$ cat config.mk
export PLATFORM = sky130hd
export DESIGN_NAME = matrix3_inverse_core
export DESIGN_NICKNAME = d
export VERILOG_FILES = /design/src/hdl/m3i_pkg.sv /design/src/hdl/m3i_ram.sv /design/src/hdl/m3i_mul.sv /design/src/hdl/m3i_div.sv /design/src/hdl/m3i_datapath.sv /design/src/hdl/m3i_ctrl.sv /design/src/hdl/matrix3_inverse_core.sv
export SDC_FILE = /design/constraint.sdc
export NUM_CORES = 2
export LEC_CHECK = 0
export ABC_AREA = 0
export ABC_CLOCK_PERIOD_IN_PS = 40800
export BUFFER_PORTS_ARGS = -buffer_cell sky130_fd_sc_hd__buf_2
export CAP_MARGIN = 10
export CORE_MARGIN = 5
export CORE_UTILIZATION = 64
export CTS_BUF_LIST = sky130_fd_sc_hd__clkbuf_16
export DETAILED_ROUTE_END_ITERATION = 16
export PLACE_DENSITY_LB_ADDON = 0.05
export SYNTH_ARGS = -nofsm -noshare
export SYNTH_HDL_FRONTEND = slang
export SYNTH_HIERARCHICAL = 1
export SYNTH_SLANG_ARGS = --single-unit
$ cat constraint.sdc
create_clock -name clk -period 40.8 [get_ports clk]
set_clock_uncertainty 0.05 [all_clocks]
set_input_delay 2.04 -clock clk [delete_from_list [all_inputs] [get_ports clk]]
set_output_delay 2.04 -clock clk [all_outputs]
set_load 0.03 [all_outputs]
$ cat src/hdl/m3i_pkg.sv
`timescale 1ns / 1ps
// m3i_pkg: shared types, constants and index tables of the 3x3 matrix inverse core
// no dependencies

package m3i_pkg;

	localparam int NUM_ELEMS = 9;
	localparam int IDX_W     = 4;
	localparam logic [IDX_W-1:0] LAST_IDX = IDX_W'(NUM_ELEMS - 1);

	// controller to datapath commands
	typedef struct packed {
		logic             mat_we;
		logic [IDX_W-1:0] mat_waddr;
		logic [IDX_W-1:0] mat_raddr;
		logic             load_a;
		logic             load_b_mat;
		logic             load_b_cof;
		logic             mul_start;
		logic             save_t;
		logic             save_cof;
		logic             cof_we;
		logic [IDX_W-1:0] cof_addr;
		logic             det_clr;
		logic             det_acc;
		logic             div_start;
		logic             out_load;
		logic [IDX_W-1:0] out_index;
	} m3i_cmd_t;

	// datapath to controller status
	typedef struct packed {
		logic mul_done;
		logic div_done;
		logic singular;
	} m3i_sts_t;

	// cofactor k = a[p]*a[q] - a[r]*a[s], packed {s, r, q, p}
	function automatic logic [4*IDX_W-1:0] cof_operands(input logic [IDX_W-1:0] k);
		logic [4*IDX_W-1:0] r;
		case (k)
			4'd0: r = {4'd7, 4'd5, 4'd8, 4'd4};
			4'd1: r = {4'd8, 4'd1, 4'd2, 4'd7};
			4'd2: r = {4'd4, 4'd2, 4'd5, 4'd1};
			4'd3: r = {4'd8, 4'd3, 4'd5, 4'd6};
			4'd4: r = {4'd2, 4'd6, 4'd8, 4'd0};
			4'd5: r = {4'd5, 4'd0, 4'd3, 4'd2};
			4'd6: r = {4'd4, 4'd6, 4'd7, 4'd3};
			4'd7: r = {4'd7, 4'd0, 4'd6, 4'd1};
			4'd8: r = {4'd3, 4'd1, 4'd4, 4'd0};
			default: r = '0;
		endcase
		return r;
	endfunction

	// cofactors 0, 3 and 6 expand the determinant along the first column
	function automatic logic is_det_cof(input logic [IDX_W-1:0] k);
		return (k == 4'd0) || (k == 4'd3) || (k == 4'd6);
	endfunction

	// matrix element paired with a determinant cofactor
	function automatic logic [IDX_W-1:0] det_row(input logic [IDX_W-1:0] k);
		logic [IDX_W-1:0] r;
		case (k)
			4'd0: r = 4'd0;
			4'd3: r = 4'd1;
			4'd6: r = 4'd2;
			default: r = 4'd0;
		endcase
		return r;
	endfunction

endpackage

$ cat src/hdl/m3i_ram.sv
`timescale 1ns / 1ps
// m3i_ram: generic single write, single read ram with registered read data
// no dependencies

module m3i_ram #(
	parameter int WIDTH = 32,
	parameter int DEPTH = 9
) (
	input  logic                     clk,
	input  logic                     we,
	input  logic [$clog2(DEPTH)-1:0] waddr,
	input  logic [WIDTH-1:0]         wdata,
	input  logic [$clog2(DEPTH)-1:0] raddr,
	output logic [WIDTH-1:0]         rdata
);

	logic [WIDTH-1:0] mem_q [DEPTH];

	// write port and registered read
	always_ff @(posedge clk) begin
		if (we) begin
			mem_q[waddr] <= wdata;
		end
		rdata <= mem_q[raddr];
	end

endmodule

$ cat src/hdl/m3i_mul.sv
`timescale 1ns / 1ps
// m3i_mul: sequential signed multiplier, eight multiplier bits per cycle
// no dependencies

module m3i_mul #(
	parameter int AW = 32,
	parameter int BW = 65
) (
	input  logic                     clk,
	input  logic                     arst_n,
	input  logic                     start,
	input  logic signed [AW-1:0]     a,
	input  logic signed [BW-1:0]     b,
	output logic                     done,
	output logic signed [AW+BW-1:0]  product
);

	localparam int N    = (BW + 7) / 8;
	localparam int NB   = 8 * N;
	localparam int ACW  = AW + NB;
	localparam int PW   = AW + BW;
	localparam int CNTW = $clog2(N + 1);

	logic            busy_q;
	logic [CNTW-1:0] cnt_q;
	logic            neg_q;
	logic [AW-1:0]   a_mag_q;
	logic [NB-1:0]   b_q;
	logic [ACW-1:0]  acc_q;
	logic            done_q;
	logic [PW-1:0]   prod_q;

	logic [AW-1:0]   a_neg;
	logic [BW-1:0]   b_neg;
	logic [AW+7:0]   part;
	logic [ACW-1:0]  acc_next;
	logic [PW-1:0]   mag;
	logic [PW-1:0]   mag_neg;

	// magnitudes and one digit step, most significant digit first
	always_comb begin
		a_neg    = -a;
		b_neg    = -b;
		part     = a_mag_q * b_q[NB-1 -: 8];
		acc_next = (acc_q << 8) + ACW'(part);
		mag      = acc_next[PW-1:0];
		mag_neg  = -mag;
	end

	// control
	always_ff @(posedge clk or negedge arst_n) begin
		if (!arst_n) begin
			busy_q <= 1'b0;
			cnt_q  <= '0;
			done_q <= 1'b0;
		end else begin
			done_q <= 1'b0;
			if (start) begin
				busy_q <= 1'b1;
				cnt_q  <= CNTW'(N);
			end else if (busy_q) begin
				cnt_q <= cnt_q - 1'b1;
				if (cnt_q == CNTW'(1)) begin
					busy_q <= 1'b0;
					done_q <= 1'b1;
				end
			end
		end
	end

	// operands and accumulator
	always_ff @(posedge clk) begin
		if (start) begin
			neg_q   <= a[AW-1] ^ b[BW-1];
			a_mag_q <= a[AW-1] ? a_neg : a;
			b_q     <= NB'(b[BW-1] ? b_neg : b);
			acc_q   <= '0;
		end else if (busy_q) begin
			acc_q <= acc_next;
			b_q   <= b_q << 8;
			if (cnt_q == CNTW'(1)) begin
				prod_q <= neg_q ? mag_neg : mag;
			end
		end
	end

	assign done    = done_q;
	assign product = prod_q;

endmodule

$ cat src/hdl/m3i_div.sv
`timescale 1ns / 1ps
// m3i_div: restoring unsigned divider, one quotient bit per cycle
// no dependencies

module m3i_div #(
	parameter int NW = 96,
	parameter int DM = 97
) (
	input  logic          clk,
	input  logic          arst_n,
	input  logic          start,
	input  logic [NW-1:0] num,
	input  logic [DM-1:0] den,
	output logic          done,
	output logic [NW-1:0] quot
);

	localparam int CNTW = $clog2(NW + 1);

	logic            busy_q;
	logic [CNTW-1:0] cnt_q;
	logic            done_q;
	logic [NW-1:0]   work_q;
	logic [DM-1:0]   rem_q;
	logic [DM-1:0]   den_q;

	logic [DM:0]     sh;
	logic [DM:0]     diff;
	logic            fits;

	// trial subtract
	always_comb begin
		sh   = {rem_q, work_q[NW-1]};
		diff = sh - {1'b0, den_q};
		fits = (sh >= {1'b0, den_q});
	end

	// control
	always_ff @(posedge clk or negedge arst_n) begin
		if (!arst_n) begin
			busy_q <= 1'b0;
			cnt_q  <= '0;
			done_q <= 1'b0;
		end else begin
			done_q <= 1'b0;
			if (start) begin
				busy_q <= 1'b1;
				cnt_q  <= CNTW'(NW);
			end else if (busy_q) begin
				cnt_q <= cnt_q - 1'b1;
				if (cnt_q == CNTW'(1)) begin
					busy_q <= 1'b0;
					done_q <= 1'b1;
				end
			end
		end
	end

	// remainder and quotient shift register
	always_ff @(posedge clk) begin
		if (start) begin
			work_q <= num;
			rem_q  <= '0;
			den_q  <= den;
		end else if (busy_q) begin
			rem_q  <= fits ? diff[DM-1:0] : sh[DM-1:0];
			work_q <= {work_q[NW-2:0], fits};
		end
	end

	assign done = done_q;
	assign quot = work_q;

endmodule

$ cat src/hdl/m3i_datapath.sv
`timescale 1ns / 1ps
// m3i_datapath: element and cofactor stores, shared multiplier, divider, output register
// depends on m3i_pkg, m3i_ram, m3i_mul, m3i_div

module m3i_datapath import m3i_pkg::*; #(
	parameter int W = 32,
	parameter int F = 16
) (
	input  logic             clk,
	input  logic             arst_n,
	input  m3i_cmd_t         cmd,
	output m3i_sts_t         sts,
	input  logic [W-1:0]     element_in,
	output logic [W-1:0]     element_out,
	output logic [IDX_W-1:0] element_index,
	output logic             last_element,
	output logic             singular,
	output logic [W-1:0]     determinant_out
);

	localparam int CW  = 2 * W + 1;
	localparam int PW  = W + CW;
	localparam int DTW = 3 * W + 2;
	localparam int DM  = DTW - 1;
	localparam int NW  = 2 * W + 2 * F;
	localparam int SW  = (NW > DM) ? NW : DM;

	logic [W-1:0]          mat_rdata;
	logic [CW-1:0]         cof_rdata;
	logic signed [W-1:0]   op_a_q;
	logic signed [CW-1:0]  op_b_q;
	logic signed [PW-1:0]  prod;
	logic signed [PW-1:0]  t_q;
	logic signed [CW-1:0]  cof_q;
	logic signed [DTW-1:0] det_q;
	logic                  cof_neg_q;
	logic [NW-1:0]         quot;
	logic                  mul_done;
	logic                  div_done;

	logic [PW-1:0]         cof_diff;
	logic [DTW-1:0]        det_neg;
	logic [DM-1:0]         det_mag;
	logic [CW-1:0]         cof_neg;
	logic [CW-1:0]         cof_mag;
	logic [NW-1:0]         num;
	logic                  det_zero;
	logic [W-1:0]          elem_sat;
	logic [W-1:0]          det_sat;

	logic [W-1:0]          out_elem_q;
	logic [IDX_W-1:0]      out_idx_q;
	logic                  out_last_q;
	logic                  out_sing_q;
	logic [W-1:0]          out_det_q;

	// signed magnitude to saturated two's complement
	function automatic logic [W-1:0] sat(input logic [SW-1:0] mag, input logic neg);
		logic [SW-1:0] lim;
		logic [SW-1:0] v;
		logic [SW-1:0] nv;
		lim = (SW'(1) << (W - 1)) - (neg ? SW'(0) : SW'(1));
		v   = (mag > lim) ? lim : mag;
		nv  = -v;
		return neg ? nv[W-1:0] : v[W-1:0];
	endfunction

	// matrix elements
	m3i_ram #(.WIDTH(W), .DEPTH(NUM_ELEMS)) u_mat_ram (
		.clk   (clk),
		.we    (cmd.mat_we),
		.waddr (cmd.mat_waddr),
		.wdata (element_in),
		.raddr (cmd.mat_raddr),
		.rdata (mat_rdata)
	);

	// cofactors of the adjugate
	m3i_ram #(.WIDTH(CW), .DEPTH(NUM_ELEMS)) u_cof_ram (
		.clk   (clk),
		.we    (cmd.cof_we),
		.waddr (cmd.cof_addr),
		.wdata (cof_q),
		.raddr (cmd.cof_addr),
		.rdata (cof_rdata)
	);

	m3i_mul #(.AW(W), .BW(CW)) u_mul (
		.clk     (clk),
		.arst_n  (arst_n),
		.start   (cmd.mul_start),
		.a       (op_a_q),
		.b       (op_b_q),
		.done    (mul_done),
		.product (prod)
	);

	m3i_div #(.NW(NW), .DM(DM)) u_div (
		.clk    (clk),
		.arst_n (arst_n),
		.start  (cmd.div_start),
		.num    (num),
		.den    (det_mag),
		.done   (div_done),
		.quot   (quot)
	);

	// magnitudes, numerator and saturated results
	always_comb begin
		cof_diff = t_q - prod;
		det_neg  = -det_q;
		det_mag  = det_q[DTW-1] ? det_neg[DM-1:0] : det_q[DM-1:0];
		cof_neg  = -cof_rdata;
		cof_mag  = cof_rdata[CW-1] ? cof_neg : cof_rdata;
		num      = {cof_mag[CW-2:0], {(2 * F){1'b0}}};
		det_zero = (det_q == '0);
		elem_sat = sat(SW'(quot), cof_neg_q ^ det_q[DTW-1]);
		det_sat  = sat(SW'(det_mag >> (2 * F)), det_q[DTW-1]);
	end

	// status to the controller
	assign sts = {mul_done, div_done, det_zero};

	// operands, partial results and determinant
	always_ff @(posedge clk) begin
		if (cmd.load_a) begin
			op_a_q <= mat_rdata;
		end
		if (cmd.load_b_mat) begin
			op_b_q <= {{(CW - W){mat_rdata[W-1]}}, mat_rdata};
		end else if (cmd.load_b_cof) begin
			op_b_q <= cof_q;
		end
		if (cmd.save_t) begin
			t_q <= prod;
		end
		if (cmd.save_cof) begin
			cof_q <= cof_diff[CW-1:0];
		end
		if (cmd.det_clr) begin
			det_q <= '0;
		end else if (cmd.det_acc) begin
			det_q <= det_q + {{(DTW - PW){prod[PW-1]}}, prod};
		end
		if (cmd.div_start) begin
			cof_neg_q <= cof_rdata[CW-1];
		end
	end

	// output item register
	always_ff @(posedge clk) begin
		if (cmd.out_load) begin
			out_elem_q <= det_zero ? '0 : elem_sat;
			out_idx_q  <= cmd.out_index;
			out_last_q <= (cmd.out_index == LAST_IDX);
			out_sing_q <= det_zero;
			out_det_q  <= det_sat;
		end
	end

	assign element_out     = out_elem_q;
	assign element_index   = out_idx_q;
	assign last_element    = out_last_q;
	assign singular        = out_sing_q;
	assign determinant_out = out_det_q;

endmodule

$ cat src/hdl/m3i_ctrl.sv
`timescale 1ns / 1ps
// m3i_ctrl: sequencer for loading, cofactor and determinant products, divisions and output
// depends on m3i_pkg

module m3i_ctrl import m3i_pkg::*; (
	input  logic     clk,
	input  logic     arst_n,
	input  logic     in_valid,
	output logic     in_ready,
	output logic     out_valid,
	input  logic     out_ready,
	input  m3i_sts_t sts,
	output m3i_cmd_t cmd
);

	typedef enum logic [3:0] {
		S_LOAD, S_RDA, S_RDB, S_GETB, S_MGO, S_MWAIT,
		S_COF, S_DETA, S_DRD, S_DGO, S_DWAIT, S_OUT
	} state_t;

	typedef enum logic [1:0] {
		PH_FIRST, PH_SECOND, PH_DET
	} phase_t;

	state_t           state_q;
	phase_t           phase_q;
	logic [IDX_W-1:0] cnt_q;
	logic [IDX_W-1:0] k_q;
	logic             out_valid_q;

	logic [4*IDX_W-1:0] ops;
	logic [IDX_W-1:0]   idx_a;
	logic [IDX_W-1:0]   idx_b;

	// operand indices of the current product
	always_comb begin
		ops   = cof_operands(k_q);
		idx_a = (phase_q == PH_FIRST) ? ops[IDX_W-1:0] : ops[3*IDX_W-1 -: IDX_W];
		idx_b = (phase_q == PH_FIRST) ? ops[2*IDX_W-1 -: IDX_W] : ops[4*IDX_W-1 -: IDX_W];
	end

	// command decode
	always_comb begin
		cmd           = '0;
		cmd.mat_waddr = cnt_q;
		cmd.cof_addr  = k_q;
		cmd.out_index = k_q;
		case (state_q)
			S_LOAD: begin
				cmd.mat_we  = in_valid;
				cmd.det_clr = in_valid && (cnt_q == LAST_IDX);
			end
			S_RDA: begin
				cmd.mat_raddr = idx_a;
			end
			S_RDB: begin
				cmd.load_a    = 1'b1;
				cmd.mat_raddr = idx_b;
			end
			S_GETB: begin
				cmd.load_b_mat = 1'b1;
			end
			S_MGO: begin
				cmd.mul_start = 1'b1;
			end
			S_MWAIT: begin
				if (sts.mul_done) begin
					cmd.save_t   = (phase_q == PH_FIRST);
					cmd.save_cof = (phase_q == PH_SECOND);
					cmd.det_acc  = (phase_q == PH_DET);
				end
			end
			S_COF: begin
				cmd.cof_we    = 1'b1;
				cmd.mat_raddr = det_row(k_q);
			end
			S_DETA: begin
				cmd.load_a     = 1'b1;
				cmd.load_b_cof = 1'b1;
			end
			S_DGO: begin
				cmd.div_start = !sts.singular;
				cmd.out_load  = sts.singular;
			end
			S_DWAIT: begin
				cmd.out_load = sts.div_done;
			end
			default: begin
			end
		endcase
	end

	// state, counters and output valid
	always_ff @(posedge clk or negedge arst_n) begin
		if (!arst_n) begin
			state_q     <= S_LOAD;
			phase_q     <= PH_FIRST;
			cnt_q       <= '0;
			k_q         <= '0;
			out_valid_q <= 1'b0;
		end else begin
			case (state_q)
				S_LOAD: begin
					if (in_valid) begin
						if (cnt_q == LAST_IDX) begin
							cnt_q   <= '0;
							k_q     <= '0;
							phase_q <= PH_FIRST;
							state_q <= S_RDA;
						end else begin
							cnt_q <= cnt_q + 1'b1;
						end
					end
				end
				S_RDA:  state_q <= S_RDB;
				S_RDB:  state_q <= S_GETB;
				S_GETB: state_q <= S_MGO;
				S_MGO:  state_q <= S_MWAIT;
				S_MWAIT: begin
					if (sts.mul_done) begin
						case (phase_q)
							PH_FIRST: begin
								phase_q <= PH_SECOND;
								state_q <= S_RDA;
							end
							PH_SECOND: state_q <= S_COF;
							default: begin
								phase_q <= PH_FIRST;
								if (k_q == LAST_IDX) begin
									k_q     <= '0;
									state_q <= S_DRD;
								end else begin
									k_q     <= k_q + 1'b1;
									state_q <= S_RDA;
								end
							end
						endcase
					end
				end
				S_COF: begin
					if (is_det_cof(k_q)) begin
						phase_q <= PH_DET;
						state_q <= S_DETA;
					end else begin
						phase_q <= PH_FIRST;
						if (k_q == LAST_IDX) begin
							k_q     <= '0;
							state_q <= S_DRD;
						end else begin
							k_q     <= k_q + 1'b1;
							state_q <= S_RDA;
						end
					end
				end
				S_DETA: state_q <= S_MGO;
				S_DRD:  state_q <= S_DGO;
				S_DGO: begin
					if (sts.singular) begin
						out_valid_q <= 1'b1;
						state_q     <= S_OUT;
					end else begin
						state_q <= S_DWAIT;
					end
				end
				S_DWAIT: begin
					if (sts.div_done) begin
						out_valid_q <= 1'b1;
						state_q     <= S_OUT;
					end
				end
				S_OUT: begin
					if (out_ready) begin
						out_valid_q <= 1'b0;
						if (k_q == LAST_IDX) begin
							k_q     <= '0;
							state_q <= S_LOAD;
						end else begin
							k_q     <= k_q + 1'b1;
							state_q <= S_DRD;
						end
					end
				end
				default: state_q <= S_LOAD;
			endcase
		end
	end

	assign in_ready  = (state_q == S_LOAD);
	assign out_valid = out_valid_q;

endmodule

$ cat src/hdl/matrix3_inverse_core.sv
`timescale 1ns / 1ps
// matrix3_inverse_core: 3x3 fixed point matrix inverse by adjugate and determinant.
// Loading accepts one element per cycle, nine elements per matrix.
// Compute: 21 products on one shared multiplier, then, for a nonsingular matrix, nine
// divisions on a one-bit-per-cycle divider with 2W+2F quotient bits, one per output item.
// No new matrix until all nine leave; asynchronous active-low reset returns to loading.

module matrix3_inverse_core import m3i_pkg::*; #(
	parameter int ELEMENT_WIDTH = 32,
	parameter int FRACTION_BITS = 16
) (
	input  logic                                    clk,
	input  logic                                    arst_n,
	input  logic                                    s_tvalid,
	output logic                                    s_tready,
	// element_in
	input  logic [((ELEMENT_WIDTH + 7) / 8) * 8-1:0] s_tdata,
	output logic                                    m_tvalid,
	input  logic                                    m_tready,
	// element_out, element_index, determinant_out
	output logic [((2 * ELEMENT_WIDTH + 11) / 8) * 8-1:0] m_tdata,
	// last_element
	output logic                                    m_tlast,
	// singular
	output logic                                    m_tuser
);

	localparam int OUT_TDW = ((2 * ELEMENT_WIDTH + 11) / 8) * 8;

	m3i_cmd_t                 cmd;
	m3i_sts_t                 sts;
	logic [ELEMENT_WIDTH-1:0] element_out;
	logic [IDX_W-1:0]         element_index;
	logic [ELEMENT_WIDTH-1:0] determinant_out;

	m3i_ctrl u_ctrl (
		.clk       (clk),
		.arst_n    (arst_n),
		.in_valid  (s_tvalid),
		.in_ready  (s_tready),
		.out_valid (m_tvalid),
		.out_ready (m_tready),
		.sts       (sts),
		.cmd       (cmd)
	);

	m3i_datapath #(.W(ELEMENT_WIDTH), .F(FRACTION_BITS)) u_datapath (
		.clk             (clk),
		.arst_n          (arst_n),
		.cmd             (cmd),
		.sts             (sts),
		.element_in      (s_tdata[ELEMENT_WIDTH-1:0]),
		.element_out     (element_out),
		.element_index   (element_index),
		.last_element    (m_tlast),
		.singular        (m_tuser),
		.determinant_out (determinant_out)
	);

	// pack the result item
	assign m_tdata = OUT_TDW'({determinant_out, element_index, element_out});

endmodule
==> flow_summary.yaml <==
place:
  hpwl_mm: 217
  dp_cells: 12300
  place_congestion: 0.999
  port_buffers: 107
flow_run:
  cap_violations: 0
floorplanning:
  ios: 112
  die_x_microns: 430
  fp-row-count: 154
  start_util_pct: 64.2
  dieArea_sq_um: 185000
  core_area_sq_um: 176000
  die_h_microns: 430
synthesis:
  yosysWarnings: 6
  yosysTopAreaCell: "edfxtp_1"
  yosysTopAreaCellShare_pct: 41.6
  synth_cell_types: 130
  synth_flop_cell: "edfxtp_1"
  netlist_area_sq_um: 113000
  synth_seq_area_share_pct: 49.1
  ys_ff_latch: 1977
  synthArstFlopShare_pct: 1.52
  synth_edf_count: 1566
  syn_inst: 10200
  syn_avg_cell_area_sq_um: 11.0
  netlist_top_cells_area: "edfxtp_1 42%, dfxtp_1 6.8%, ha_1 4.4%, fa_1 3.8%, xnor2_1 3.3%"
global_route:
  track_usage_pct: 32.4
  grt_overflow: 0
  grt_pass1_wl_mm: 467
  first_global_vias: 77500
  grt_max_degree: 156
  grt_antenna_before_repair: 27
critical_path:
  rr_startpoint: "u_datapath/u_mul/b_q[70]$_SDFFCE_PP0P_"
  critical-path-top-delay-family: "adder cells"
  cp.required_ns: 41.32
  critPathKind: "reg -> reg"
  startpoint: "u_datapath/u_mul/b_q[70]$_SDFFCE_PP0P_"
  start_kind: "flop"
  critPathMaxFanout: 32
  cp_slowest_stage_delay_ns: 1.06
  critical_path_buf_inv_count: 2
  cp_data_arrival_time_ns: 9.04
  crit_chain: "and2_1 -> fa_1 -> fa_1 -> fa_1 -> inv_1 -> fa_1 -> inv_1 -> ha_1 -> nand2_1 -> o21ai_2 -> o2111ai_2 -> a2111o_1 -> a21o_1 -> or3_1 -> xnor2_1 -> nor3_1 -> nand3_1 -> o41ai_1 -> xor2_1"
  slowest_stage: "edfxtp_1"
  path_common_cell: "fa_1"
  cp-end-kind: "flop"
drt:
  num_vias: 82000
  dr.first_iter.drc_count: 9062
  drc: 0
  wl_per_cell_microns: 24.4
  dr.pass1.iters: 7
  ant_nets: 0
  vias_per_cell: 6.49
  finalWirelength_mm: 308
pwr:
  ir_drop_mv: 0.0405
  p_leak_nw: 44.4
  power-per-cell-area_nw_per_um2: 32.6
layout:
  syn_to_final_growth_pct: 7.58
  fillers: 12900
  final_core_util_pct: 69.1
  final_cells: 12600
  drive_gt1_share_pct: 10.2
  final_nets: 10800
clock_network:
  cts_tree: "done"
  cts_resized: 0
  h-tree-depth: 4
  cts-root-buf: "clkbuf_16"
  clk_latency_ns: 0.86
  clockBufferDepth: 3
  cts.sinks: 1977
  hold_buffers: 0
  cts.clk_slew.worst_paths_ns: 0.06
  post_cts_buffers: 0
  cts_made_buffers: 199
run_status:
  status: "completed"
sta:
  totalNegativeSetupSlack_ns: 0
  tightestPinTransition_ns: 1.22
  hold_viol_final: 0
  slew_viol_final: 0
  rsz0062_at_grt: "false"
  post-route-period-util_pct: 20.9
  period_needed_ns: 8.52
  relSlewSlack_pct: 16.5
  setup_violations: 0
  fmax_ghz: 0.117
hold_path:
  hp-start: "u_datapath/u_cof_ram/mem_q[8][49]$_DFFE_PP_"
  worstHoldPathType: "reg -> reg"
## routing by layer
layer / wire length [microns] / track usage, % / part of all wire [%] / vias up
li1: - / - / - / 37400
met1: 133000 / 47.5 / 43 / 40300
met2: 137000 / 49.7 / 44 / 3659
met3: 27300 / 5.42 / 8.8 / 590
met4: 11100 / 10.4 / 3.6 / 10
met5: 75 / 0 / 0.024 / -
## worst reg2reg max path, cell delays in order, from the launching register on
cell and delay, ns:
edfxtp_1 1.06, and2_1 0.27, fa_1 0.45, fa_1 0.52, fa_1 0.55, inv_1 0.07
fa_1 0.54, inv_1 0.04, ha_1 0.48, nand2_1 0.20, o21ai_2 0.28, o2111ai_2 0.28
a2111o_1 0.57, a21o_1 0.40, or3_1 0.43, xnor2_1 0.20, nor3_1 0.54, nand3_1 0.62
o41ai_1 0.61, xor2_1 0.12
## logic make-up after synthesis
| logic type | Yosys count | share of synthesized area [%] |
|---|---|---|
| xor+xnor | 661 | 5.13 |
| mux | 694 | 6.53 |
| fa+ha+maj | 612 | 8.20 |
| flops | 1977 | 49.1 |
| other cells | 2 | 0.00665 |
| simple gates | 2811 | 12.4 |
| buf+inv | 1130 | 4.22 |
| compound gates | 2340 | 14.5 |
## placed cells by master (no fill, tap or decap), types with 55 or more instances in the layout
cell / instances
mux2_2: 279
o21a_1: 57
or3_1: 99
o22ai_1: 114
and2_1: 230
o21bai_1: 73
xor2_1: 238
clkbuf_16: 200
mux2_1: 55
o31ai_2: 101
nand4_1: 161
a22o_1: 105
nand2_1: 730
ha_1: 398
nand2b_1: 78
dfxtp_1: 379
nand3_1: 159
nor2b_1: 56
xnor2_1: 422
inv_1: 638
a21o_1: 193
fa_1: 214
edfxtp_1: 1566
nor2_1: 722
mux2i_1: 358
a211oi_1: 114
buf_2: 107
nor4_1: 93
o31ai_1: 117
nor3_1: 160
o21ai_0: 434
a21oi_1: 516
buf_4: 87
## through the flow
stage                     power (mW)  worst slack, ns  area (sq um)  hold WS, ns
final                           3.96            32.28        121000        0.381
after global routing            4.07            31.83        121000        0.411
after CTS                       3.98            32.37        121000        0.390
after detailed placement        2.20            32.34        115000        0.387
after global placement          2.20            32.55        115000        0.381
after floorplan                 2.19            27.31        113000        0.353
## cell type report
cell class	count	area (sq um)	area share, %
multi-input cells	7154	53200	43.8
clock buffers	200	5000	4.12
well taps	2340	2930	2.41
inverters	585	2200	1.81
diodes	5	12.5	0.0103
flip-flops and latches	1977	55400	45.6
repair buffers	198	1260	1.04
clock inverters	177	1510	1.24
## cell usage after synthesis (all sizes together) (239+ instances only)
cell / instances
xor2: 239
edfxtp: 1566
dfxtp: 381
nor2: 738
nand2: 732
inv: 582
xnor2: 422
a21oi: 526
ha: 398
clkbuf: 352
mux2i: 358
mux2: 336
o21ai: 479
## state kept, by name (all words and copies together), names as in the netlist, 72 cells and up
name and cells:
u_datapath/det_q 98, u_datapath/u_div/rem_q 97, u_datapath/u_mat_ram/mem_q 288, u_datapath/u_div/den_q 97, u_datapath/u_div/quot 96, u_datapath/u_mul/b_q 72, u_datapath/u_mul/acc_q 89, u_datapath/u_cof_ram/mem_q 585
u_datapath/u_mul/product 97
## worst paths after layout
kind	endpoint	slack (ns)	cells past startpoint
worst max register to register	u_datapath/u_mul/product[88]$_DFFE_PP_	32.28	19
min in group asynchronous	u_datapath/u_div/busy_q$_DFF_PN0_	1.33	1
worst min register to register	u_datapath/u_cof_ram/rdata[49]$_DFF_P_	0.38	2
max in group asynchronous	u_ctrl/k_q[0]$_DFFE_PN0P_	38.57	1
worst min-delay path	u_datapath/u_cof_ram/rdata[49]$_DFF_P_	0.38	2
worst max-delay path	u_datapath/u_mul/product[88]$_DFFE_PP_	32.28	19
## report_power, final
group	switching, mW	internal [mW]
Combinational	0.00524	0.00127
Sequential	0	2.15
Clock	0.790	1.01
(Power assumes the default switching activity.)
